## src/sv/rrp_pkg.sv

```systemverilog
// ---------------------------------------------------------------------------
// RESP request parser package
// Types, codes and limits shared by the parser modules.
// ---------------------------------------------------------------------------
`default_nettype none

package rrp_pkg;

    localparam int COUNT_WIDTH_DEF = 32;

    localparam int RES_FIFO_DEPTH = 4;
    localparam int RES_FIFO_PTR_W = $clog2(RES_FIFO_DEPTH);
    localparam int RES_FIFO_CNT_W = $clog2(RES_FIFO_DEPTH + 1);

    localparam int CFG_IDX_W  = 2;
    localparam int CFG_DATA_W = 32;

    localparam logic [CFG_IDX_W-1:0] REG_MAX_ARRAY_LEN     = 2'd0;
    localparam logic [CFG_IDX_W-1:0] REG_MAX_BULK_LEN      = 2'd1;
    localparam logic [CFG_IDX_W-1:0] REG_MAX_REQUEST_BYTES = 2'd2;

    localparam logic [15:0] MAX_ARRAY_LEN_RST     = 16'd1024;
    localparam logic [31:0] MAX_BULK_LEN_RST      = 32'd524288;
    localparam logic [31:0] MAX_REQUEST_BYTES_RST = 32'd1048576;

    localparam logic [7:0] CH_STAR   = 8'h2A;
    localparam logic [7:0] CH_DOLLAR = 8'h24;
    localparam logic [7:0] CH_ZERO   = 8'h30;
    localparam logic [7:0] CH_NINE   = 8'h39;
    localparam logic [7:0] CH_CR     = 8'h0D;
    localparam logic [7:0] CH_LF     = 8'h0A;

    localparam logic [2:0] KIND_BYTE   = 3'd0;
    localparam logic [2:0] KIND_ARGEND = 3'd1;
    localparam logic [2:0] KIND_DONE   = 3'd2;
    localparam logic [2:0] KIND_ERROR  = 3'd3;
    localparam logic [2:0] KIND_BIG    = 3'd4;

    typedef enum logic [8:0] {
        PH_ARR_MARK  = 9'b000000001,
        PH_ARR_DIG   = 9'b000000010,
        PH_ARR_LF    = 9'b000000100,
        PH_BULK_MARK = 9'b000001000,
        PH_BULK_DIG  = 9'b000010000,
        PH_BULK_LF   = 9'b000100000,
        PH_PAYLOAD   = 9'b001000000,
        PH_END_CR    = 9'b010000000,
        PH_END_LF    = 9'b100000000
    } phase_t;

    typedef struct packed {
        logic [7:0] data_byte;
        logic       flush;
    } req_item_t;

    typedef struct packed {
        logic [2:0]  kind;
        logic [7:0]  payload_byte;
        logic [15:0] arg_index;
        logic [31:0] count_value;
        logic        last_of_run;
    } res_item_t;

    typedef struct packed {
        logic [15:0] max_array_len;
        logic [31:0] max_bulk_len;
        logic [31:0] max_request_bytes;
    } cfg_regs_t;

    typedef struct packed {
        phase_t      phase;
        logic [31:0] acc;
        logic        digit_seen;
        logic [15:0] args_total;
        logic [15:0] current_arg;
        logic [31:0] bulk_remaining;
        logic [31:0] bulk_length;
        logic        halted;
    } parse_state_t;

    typedef struct packed {
        logic [1:0] num;
        res_item_t  first;
        res_item_t  second;
    } step_res_t;

    function automatic parse_state_t clear_state();
        parse_state_t s;
        s       = '0;
        s.phase = PH_ARR_MARK;
        return s;
    endfunction

    function automatic res_item_t make_res(logic [2:0] kind, logic [7:0] pbyte,
                                           logic [15:0] idx, logic [31:0] cnt,
                                           logic last);
        res_item_t r;
        r.kind         = kind;
        r.payload_byte = pbyte;
        r.arg_index    = idx;
        r.count_value  = cnt;
        r.last_of_run  = last;
        return r;
    endfunction

endpackage

`default_nettype wire

```

## src/sv/resp_request_parser_core.sv

```systemverilog
// ---------------------------------------------------------------------------
// RESP request parser core
// Parses array-of-bulk-strings requests, one byte per cycle unless stalled.
// ---------------------------------------------------------------------------
//  port group   direction  carries
//  s_*          in         request byte or flush (req_item_t)
//  m_*          out        payload byte, argument end, done, error (res_item_t)
//  cfg_wr_*     in         limit register writes, no wait
//
//  One request per cycle with queue room; results pass input register and queue.
//  Throughput is set by the combinational step logic and the result queue.
//  A byte ending the last argument yields two results, output one at a time.
//  Synchronous active-low reset clears parse state and queue, and resets limits.
//  Output stalls back-pressure the input once the queue cannot take two results.
// ---------------------------------------------------------------------------
`default_nettype none

module resp_request_parser_core
    import rrp_pkg::*;
#(
    parameter int COUNT_WIDTH = COUNT_WIDTH_DEF
) (
    input  logic                  aclk,
    input  logic                  aresetn,
    input  logic                  s_valid,
    output logic                  s_ready,
    input  req_item_t             s_payload,
    output logic                  m_valid,
    input  logic                  m_ready,
    output res_item_t             m_payload,
    input  logic                  cfg_wr_en,
    input  logic [CFG_IDX_W-1:0]  cfg_wr_index,
    input  logic [CFG_DATA_W-1:0] cfg_wr_data
);

    cfg_regs_t              cfg_reg;
    parse_state_t           state_reg, state_next;
    logic [COUNT_WIDTH-1:0] cnt_reg, cnt_next;
    logic                   in_valid_reg;
    req_item_t              in_item_reg;
    step_res_t              step_res;
    logic                   room;
    logic                   advance;

    assign advance = in_valid_reg && room;
    assign s_ready = aresetn && (!in_valid_reg || advance);

    always_ff @(posedge aclk) begin
        if (!aresetn) begin
            cfg_reg.max_array_len     <= MAX_ARRAY_LEN_RST;
            cfg_reg.max_bulk_len      <= MAX_BULK_LEN_RST;
            cfg_reg.max_request_bytes <= MAX_REQUEST_BYTES_RST;
        end else if (cfg_wr_en) begin
            unique case (cfg_wr_index)
                REG_MAX_ARRAY_LEN:     cfg_reg.max_array_len     <= cfg_wr_data[15:0];
                REG_MAX_BULK_LEN:      cfg_reg.max_bulk_len      <= cfg_wr_data;
                REG_MAX_REQUEST_BYTES: cfg_reg.max_request_bytes <= cfg_wr_data;
                default: begin
                end
            endcase
        end
    end

    always_ff @(posedge aclk) begin
        if (!aresetn) begin
            in_valid_reg <= 1'b0;
        end else if (s_ready) begin
            in_valid_reg <= s_valid;
        end
    end

    always_ff @(posedge aclk) begin
        if (s_ready && s_valid) begin
            in_item_reg <= s_payload;
        end
    end

    always_ff @(posedge aclk) begin
        if (!aresetn) begin
            state_reg <= clear_state();
            cnt_reg   <= '0;
        end else if (advance) begin
            state_reg <= state_next;
            cnt_reg   <= cnt_next;
        end
    end

    rrp_step #(
        .COUNT_WIDTH (COUNT_WIDTH)
    ) u_step (
        .item   (in_item_reg),
        .st     (state_reg),
        .cnt    (cnt_reg),
        .cfg    (cfg_reg),
        .nx     (state_next),
        .nx_cnt (cnt_next),
        .res    (step_res)
    );

    rrp_res_fifo u_res_fifo (
        .aclk      (aclk),
        .aresetn   (aresetn),
        .push_en   (advance),
        .push_res  (step_res),
        .room      (room),
        .m_valid   (m_valid),
        .m_ready   (m_ready),
        .m_payload (m_payload)
    );

endmodule

`default_nettype wire

```

## src/sv/rrp_step.sv

```systemverilog
// ---------------------------------------------------------------------------
// RESP request parser step logic
// Next parse state and results for one request byte or flush.
// ---------------------------------------------------------------------------
`default_nettype none

module rrp_step
    import rrp_pkg::*;
#(
    parameter int COUNT_WIDTH = COUNT_WIDTH_DEF
) (
    input  req_item_t              item,
    input  parse_state_t           st,
    input  logic [COUNT_WIDTH-1:0] cnt,
    input  cfg_regs_t              cfg,
    output parse_state_t           nx,
    output logic [COUNT_WIDTH-1:0] nx_cnt,
    output step_res_t              res
);

    localparam int EXT_W = (COUNT_WIDTH > 32) ? COUNT_WIDTH : 32;
    localparam int SUM_W = EXT_W + 2;

    logic [COUNT_WIDTH-1:0] cnt_inc;
    logic [EXT_W-1:0]       cnt_ext;
    logic [EXT_W-1:0]       max_req_ext;
    logic [SUM_W-1:0]       total_sum;
    logic                   is_digit;
    logic [3:0]             digit_val;
    logic [35:0]            acc_next;
    logic [35:0]            hdr_limit;
    logic [15:0]            arg_inc;
    logic                   stop_en;
    logic [2:0]             stop_kind;
    logic [7:0]             b;

    assign b           = item.data_byte;
    assign cnt_inc     = (&cnt) ? cnt : cnt + {{(COUNT_WIDTH-1){1'b0}}, 1'b1};
    assign cnt_ext     = EXT_W'(cnt_inc);
    assign max_req_ext = EXT_W'(cfg.max_request_bytes);
    assign total_sum   = SUM_W'(cnt_ext) + SUM_W'(st.acc) + SUM_W'(2);
    assign is_digit    = (b >= CH_ZERO) && (b <= CH_NINE);
    assign digit_val   = 4'(b - CH_ZERO);
    assign acc_next    = 36'({st.acc, 3'b000}) + 36'({st.acc, 1'b0}) + 36'(digit_val);
    assign hdr_limit   = (st.phase == PH_ARR_DIG) ? 36'(cfg.max_array_len)
                                                  : 36'(cfg.max_bulk_len);
    assign arg_inc     = st.current_arg + 16'd1;

    always_comb begin
        nx        = st;
        nx_cnt    = cnt;
        res       = '0;
        stop_en   = 1'b0;
        stop_kind = KIND_ERROR;
        if (item.flush) begin
            nx     = clear_state();
            nx_cnt = '0;
        end else if (!st.halted) begin
            nx_cnt = cnt_inc;
            if (cnt_ext > max_req_ext) begin
                stop_en   = 1'b1;
                stop_kind = KIND_BIG;
            end else begin
                unique case (st.phase) inside
                    PH_ARR_MARK, PH_BULK_MARK: begin
                        if (b != ((st.phase == PH_ARR_MARK) ? CH_STAR : CH_DOLLAR)) begin
                            stop_en = 1'b1;
                        end else begin
                            nx.acc        = '0;
                            nx.digit_seen = 1'b0;
                            nx.phase      = (st.phase == PH_ARR_MARK) ? PH_ARR_DIG
                                                                      : PH_BULK_DIG;
                        end
                    end
                    PH_ARR_DIG, PH_BULK_DIG: begin
                        if (is_digit) begin
                            if (acc_next > hdr_limit) begin
                                stop_en   = 1'b1;
                                stop_kind = KIND_BIG;
                            end else begin
                                nx.acc        = acc_next[31:0];
                                nx.digit_seen = 1'b1;
                            end
                        end else if (b == CH_CR && st.digit_seen) begin
                            nx.phase = (st.phase == PH_ARR_DIG) ? PH_ARR_LF : PH_BULK_LF;
                        end else begin
                            stop_en = 1'b1;
                        end
                    end
                    PH_ARR_LF: begin
                        if (b != CH_LF) begin
                            stop_en = 1'b1;
                        end else if (st.acc[15:0] == 16'd0) begin
                            res.num   = 2'd1;
                            res.first = make_res(KIND_DONE, 8'd0, 16'd0, 32'd0, 1'b1);
                            nx        = clear_state();
                            nx_cnt    = '0;
                        end else begin
                            nx.args_total  = st.acc[15:0];
                            nx.current_arg = '0;
                            nx.phase       = PH_BULK_MARK;
                        end
                    end
                    PH_BULK_LF: begin
                        if (b != CH_LF) begin
                            stop_en = 1'b1;
                        end else if (st.acc > cfg.max_request_bytes ||
                                     total_sum > SUM_W'(cfg.max_request_bytes)) begin
                            stop_en   = 1'b1;
                            stop_kind = KIND_BIG;
                        end else begin
                            nx.bulk_length    = st.acc;
                            nx.bulk_remaining = st.acc;
                            nx.phase          = (st.acc == 32'd0) ? PH_END_CR : PH_PAYLOAD;
                        end
                    end
                    PH_PAYLOAD: begin
                        res.num           = 2'd1;
                        res.first         = make_res(KIND_BYTE, b, st.current_arg, 32'd0,
                                                     1'b1);
                        nx.bulk_remaining = st.bulk_remaining - 32'd1;
                        if (st.bulk_remaining == 32'd1) begin
                            nx.phase = PH_END_CR;
                        end
                    end
                    PH_END_CR: begin
                        if (b != CH_CR) begin
                            stop_en = 1'b1;
                        end else begin
                            nx.phase = PH_END_LF;
                        end
                    end
                    PH_END_LF: begin
                        if (b != CH_LF) begin
                            stop_en = 1'b1;
                        end else if (arg_inc >= st.args_total) begin
                            res.num    = 2'd2;
                            res.first  = make_res(KIND_ARGEND, 8'd0, st.current_arg,
                                                  st.bulk_length, 1'b0);
                            res.second = make_res(KIND_DONE, 8'd0, 16'd0,
                                                  {16'd0, st.args_total}, 1'b1);
                            nx         = clear_state();
                            nx_cnt     = '0;
                        end else begin
                            res.num        = 2'd1;
                            res.first      = make_res(KIND_ARGEND, 8'd0, st.current_arg,
                                                      st.bulk_length, 1'b1);
                            nx.current_arg = arg_inc;
                            nx.phase       = PH_BULK_MARK;
                        end
                    end
                    default: begin
                        stop_en = 1'b1;
                    end
                endcase
            end
            if (stop_en) begin
                nx        = st;
                nx.halted = 1'b1;
                res.num   = 2'd1;
                res.first = make_res(stop_kind, 8'd0, st.current_arg, 32'd0, 1'b1);
            end
        end
    end

endmodule

`default_nettype wire

```

## src/sv/rrp_res_fifo.sv

```systemverilog
// ---------------------------------------------------------------------------
// RESP request parser result queue
// Small register queue taking up to two results per cycle, one out.
// ---------------------------------------------------------------------------
`default_nettype none

module rrp_res_fifo
    import rrp_pkg::*;
(
    input  logic      aclk,
    input  logic      aresetn,
    input  logic      push_en,
    input  step_res_t push_res,
    output logic      room,
    output logic      m_valid,
    input  logic      m_ready,
    output res_item_t m_payload
);

    res_item_t                 mem_reg [RES_FIFO_DEPTH];
    logic [RES_FIFO_PTR_W-1:0] wr_ptr_reg, wr_ptr_next;
    logic [RES_FIFO_PTR_W-1:0] rd_ptr_reg, rd_ptr_next;
    logic [RES_FIFO_CNT_W-1:0] cnt_reg, cnt_next;
    logic [1:0]                push_num;
    logic                      pop;

    assign push_num  = push_en ? push_res.num : 2'd0;
    assign m_valid   = (cnt_reg != '0);
    assign m_payload = mem_reg[rd_ptr_reg];
    assign pop       = m_valid && m_ready;
    assign room      = (cnt_reg <= RES_FIFO_CNT_W'(RES_FIFO_DEPTH - 2));

    assign wr_ptr_next = wr_ptr_reg + RES_FIFO_PTR_W'(push_num);
    assign rd_ptr_next = rd_ptr_reg + RES_FIFO_PTR_W'(pop);
    assign cnt_next    = cnt_reg + RES_FIFO_CNT_W'(push_num) - RES_FIFO_CNT_W'(pop);

    always_ff @(posedge aclk) begin
        if (!aresetn) begin
            wr_ptr_reg <= '0;
            rd_ptr_reg <= '0;
            cnt_reg    <= '0;
        end else begin
            wr_ptr_reg <= wr_ptr_next;
            rd_ptr_reg <= rd_ptr_next;
            cnt_reg    <= cnt_next;
        end
    end

    always_ff @(posedge aclk) begin
        if (push_num != 2'd0) begin
            mem_reg[wr_ptr_reg] <= push_res.first;
        end
        if (push_num == 2'd2) begin
            mem_reg[wr_ptr_reg + RES_FIFO_PTR_W'(1)] <= push_res.second;
        end
    end

endmodule

`default_nettype wire

```

## config.mk

```make
export PLATFORM = sky130hd
export DESIGN_NAME = resp_request_parser_core
export DESIGN_NICKNAME = d
export VERILOG_FILES = /design/src/sv/rrp_pkg.sv /design/src/sv/resp_request_parser_core.sv /design/src/sv/rrp_step.sv /design/src/sv/rrp_res_fifo.sv
export SDC_FILE = /design/constraint.sdc
export NUM_CORES = 2
export LEC_CHECK = 0
export BUFFER_PORTS_ARGS = -buffer_cell sky130_fd_sc_hd__buf_2
export CAP_MARGIN = 20
export CORE_MARGIN = 3
export CORE_UTILIZATION = 53
export CTS_BUF_LIST = sky130_fd_sc_hd__clkbuf_16
export DETAILED_ROUTE_END_ITERATION = 10
export PLACE_DENSITY = 0.67
export SETUP_SLACK_MARGIN = 0.4
export SYNTH_ARGS = -nofsm -noshare
export SYNTH_HDL_FRONTEND = slang
export SYNTH_SLANG_ARGS = --single-unit
```

## constraint.sdc

```tcl
create_clock -name aclk -period 16.55 [get_ports aclk]
set_clock_uncertainty 0.05 [all_clocks]
set_input_delay 3.31 -clock aclk [delete_from_list [all_inputs] [get_ports aclk]]
set_output_delay 3.31 -clock aclk [all_outputs]
set_load 0.01 [all_outputs]
```

==> flow_summary.ini <==
[placed_design]
place_congestion = 0.959
dp_cells = 4316
numPortBuffers = 109
dp_hpwl_um = 75400

[clock_network]
post_cts_buffers = 0
cts_resized = 0
cts.sinks = 508
cts.clk_slew.worst_paths_ns = 0.06
htree_levels = 2
clkLatencyLatePin_ns = 0.65
cts_tree = done
hold_buffers = 0
cts_buffers = 56
root_buffer = clkbuf_16
clockBufferDepth = 3

[synthesis]
yosysTopAreaCell = dfxtp_1
synth_common_cells = 598 x nand2_1, 427 x dfxtp_1, 339 x a21oi_1
netlist_area_mm2 = 0.0317
synth_enable_flop_cells = 81
synthFlopType = dfxtp_1
syn_inst = 3590
ys_types = 94
synth_top_area_share_pct = 26.9
yosysMostFrequentCell = nand2_1
synth.ff_latch_count = 508
ys_warn_count = 0
async_reset_ff_share_pct = 0
avgSynthCellArea_um2 = 8.84
syn_nets = 3892
yosysSeqAreaShare_pct = 34.6
yosys-top-cells-area = dfxtp_1 27%, ha_1 9.9%, edfxtp_1 7.7%

[worst_setup_path]
rr_startpoint = cnt_reg[7]
crit_fanout = 68
path_class = reg2reg
cp-start-kind = flip-flop
cp_slowest_stage_delay_ns = 0.79
cp.buffers_inverters = 1
cp-end-kind = flip-flop
crit_top_cell = nand4_1
cp.arrival_ns = 11.86
worst_ep_required_time_ns = 16.66
r2r_end = u_res_fifo.mem_reg[0][58]
cp_slowest_cell = nand2_4
regToRegSetupSlack_ns = 4.79
crit_family = simple AND/OR/NAND/NOR gates
r2r_cells = 35

[global_routing]
grt_pass1_vias = 26900
grt_pass1_wl_um = 158000
grt_overflow = 0
grt_use_total_pct = 32.0
antenna_found_initial = 2
grt_max_degree = 69

[run_status]
status = finished clean

[drt]
first_iter_violations = 2697
detail-route-antenna-nets = 0
drc = 0
met2_length_um = 48500
top_layer = met5
wl_met1_um = 41200
vias = 28300
wl_per_cell_um = 23.4
firstDrtPassIters = 7
routed_wl_um = 104000
met3_length_um = 6960
viasPerCell = 6.39

[power]
comb_power_share_pct = 13.0
intPower_uw = 2100
p_leak_uw = 0.0149
ir_drop_mv = 0.0780
powerDensity_mw_per_mm2 = 83.9
p_sw_uw = 796
seqPwrFrac_pct = 45.0
sw_frac_of_total_pct = 27.5
pwr-share-clk_pct = 41.9

[timing]
whs_ns = 0.401
tns_ns = 0
max_freq_ghz = 0.0851
hold_viol_final = 0
setup_viol = 0
slew_violations = 0
maxSlewHeadroom_pct = 24.1
min_period_ns = 11.76
worstMarginPinSlew_ns = 1.13
rsz0062_at_grt = no
timing.final.crit_share_pct = 71.0

[run]
max-cap-violations = 0

[hold_path]
min_delay_worst_endpoint = cfg_reg[70]
hold_path_class = reg2reg
hold_depth = 2
hp-start = cfg_reg[70]

[final_layout]
drive_gt1_share_pct = 10.3
largest_reg_flops = 240
seq_area_mm2 = 0.0110
multi_input_comb_area_mm2 = 0.0194
area_growth_pct = 8.86
fin_nets = 3907
nFillCells = 5195
final_cells = 4423

[floorplanning]
start_util_pct = 53.6
die_x_um = 251
core_area_mm2 = 0.0591
ios = 110
dieArea_mm2 = 0.0628
die_y_um = 251
rows = 89
-- worst min-delay path, stage by stage (launching register included) --
cell and delay [ns]:
dfxtp_1 0.30, nand2_1 0.05, a21oi_1 0.05
-- power by group through the flow --
stage               registers (uW)  clock network, uW  logic [uW]
finish                        1300               1210         377
floorplan                     1310                  0         276
global route                  1310               1280         405
global placement              1330                  0         366
CTS                           1300               1230         376
detailed placement            1330                  0         374
-- layout by cell type, fill, tap and decap left out, types with 10 or more instances in the layout --
| cell type | instances |
|---|---|
| ha_1 | 250 |
| and4_1 | 15 |
| and3_1 | 29 |
| nor3_1 | 61 |
| clkbuf_16 | 57 |
| nand3_1 | 111 |
| a32oi_1 | 15 |
| nand2b_1 | 26 |
| buf_2 | 108 |
| nor2b_1 | 23 |
| dfxtp_1 | 425 |
| nor2_1 | 164 |
| a41o_1 | 30 |
| or3_1 | 14 |
| o211ai_1 | 31 |
| nand3b_1 | 17 |
| o311ai_1 | 11 |
| and2_1 | 34 |
| o21ai_1 | 16 |
| edfxtp_1 | 81 |
| o31ai_1 | 17 |
| mux2i_1 | 192 |
| nand4_1 | 67 |
| inv_1 | 114 |
| nor4_1 | 28 |
| nor3b_1 | 14 |
| or2_2 | 11 |
| a22oi_1 | 32 |
| nand2_1 | 597 |
| clkinv_2 | 10 |
| a21oi_1 | 339 |
| mux4_2 | 60 |
| buf_4 | 57 |
| xor2_1 | 48 |
| a211oi_1 | 34 |
| xnor2_1 | 87 |
| o21ai_0 | 104 |
| o21a_1 | 17 |
| a21o_1 | 75 |
| a22o_1 | 57 |
-- area by class of cell --
cell class                      count  share of cell area (%)
Clock inverter                     45                   0.996
Tap cell                          773                    2.80
Sequential cell                   508                    31.8
Multi-Input combinational cell   2768                    56.2
Inverter                          103                    1.13
Antenna cell                        1                 0.00725
Timing Repair Buffer              168                    2.95
Clock buffer                       57                    4.13
-- per-layer routing --
metal	GRT usage (%)	vias to the layer above
met5	0	-
met4	18.7	2
met3	4.52	298
met2	53.6	1217
met1	39.5	13600
li1	-	13200
-- cells by family after synthesis --
| logic type | count (synthesis) | share of synthesized area [%] |
|---|---|---|
| multiplexers | 255 | 10.4 |
| flip-flops | 508 | 34.6 |
| adder cells (fa/ha/maj) | 254 | 10.1 |
| XOR/XNOR | 136 | 3.78 |
| AO/OA/AOI/OAI | 879 | 18.3 |
| buffers and inverters | 314 | 4.38 |
| AND/OR/NAND/NOR | 1244 | 18.4 |
-- how the worst max path moves through the flow --
| stage | slack (ns) | end | from | cells after the start |
|---|---|---|---|---|
| finish | 4.79 | u_res_fifo.mem_reg[0][58] | cnt_reg[7] | 35 |
| CTS | 4.96 | u_res_fifo.mem_reg[3][13] | cnt_reg[7] | 35 |
| global route | 4.00 | u_res_fifo.mem_reg[0][58] | cnt_reg[7] | 35 |
| global placement | 5.17 | u_res_fifo.mem_reg[0][11] | cnt_reg[7] | 35 |
| detailed placement | 5.01 | u_res_fifo.mem_reg[3][16] | cnt_reg[7] | 35 |
| floorplan | 7.41 | u_res_fifo.mem_reg[3][0] | cnt_reg[7] | 37 |
-- metrics by stage --
stage	utilization (%)	cell area [um^2]	power (uW)	worst slack, ns
2_1_floorplan	-	31700	1590	7.41
3_3_place_gp	55.3	32700	1700	5.17
3_5_place_dp	55.3	32700	1700	5.01
4_1_cts	58.3	34500	2910	4.96
5_1_grt	58.4	34500	2990	4.00
6_report	58.4	34500	2900	4.79
(Power assumes the default switching activity.)
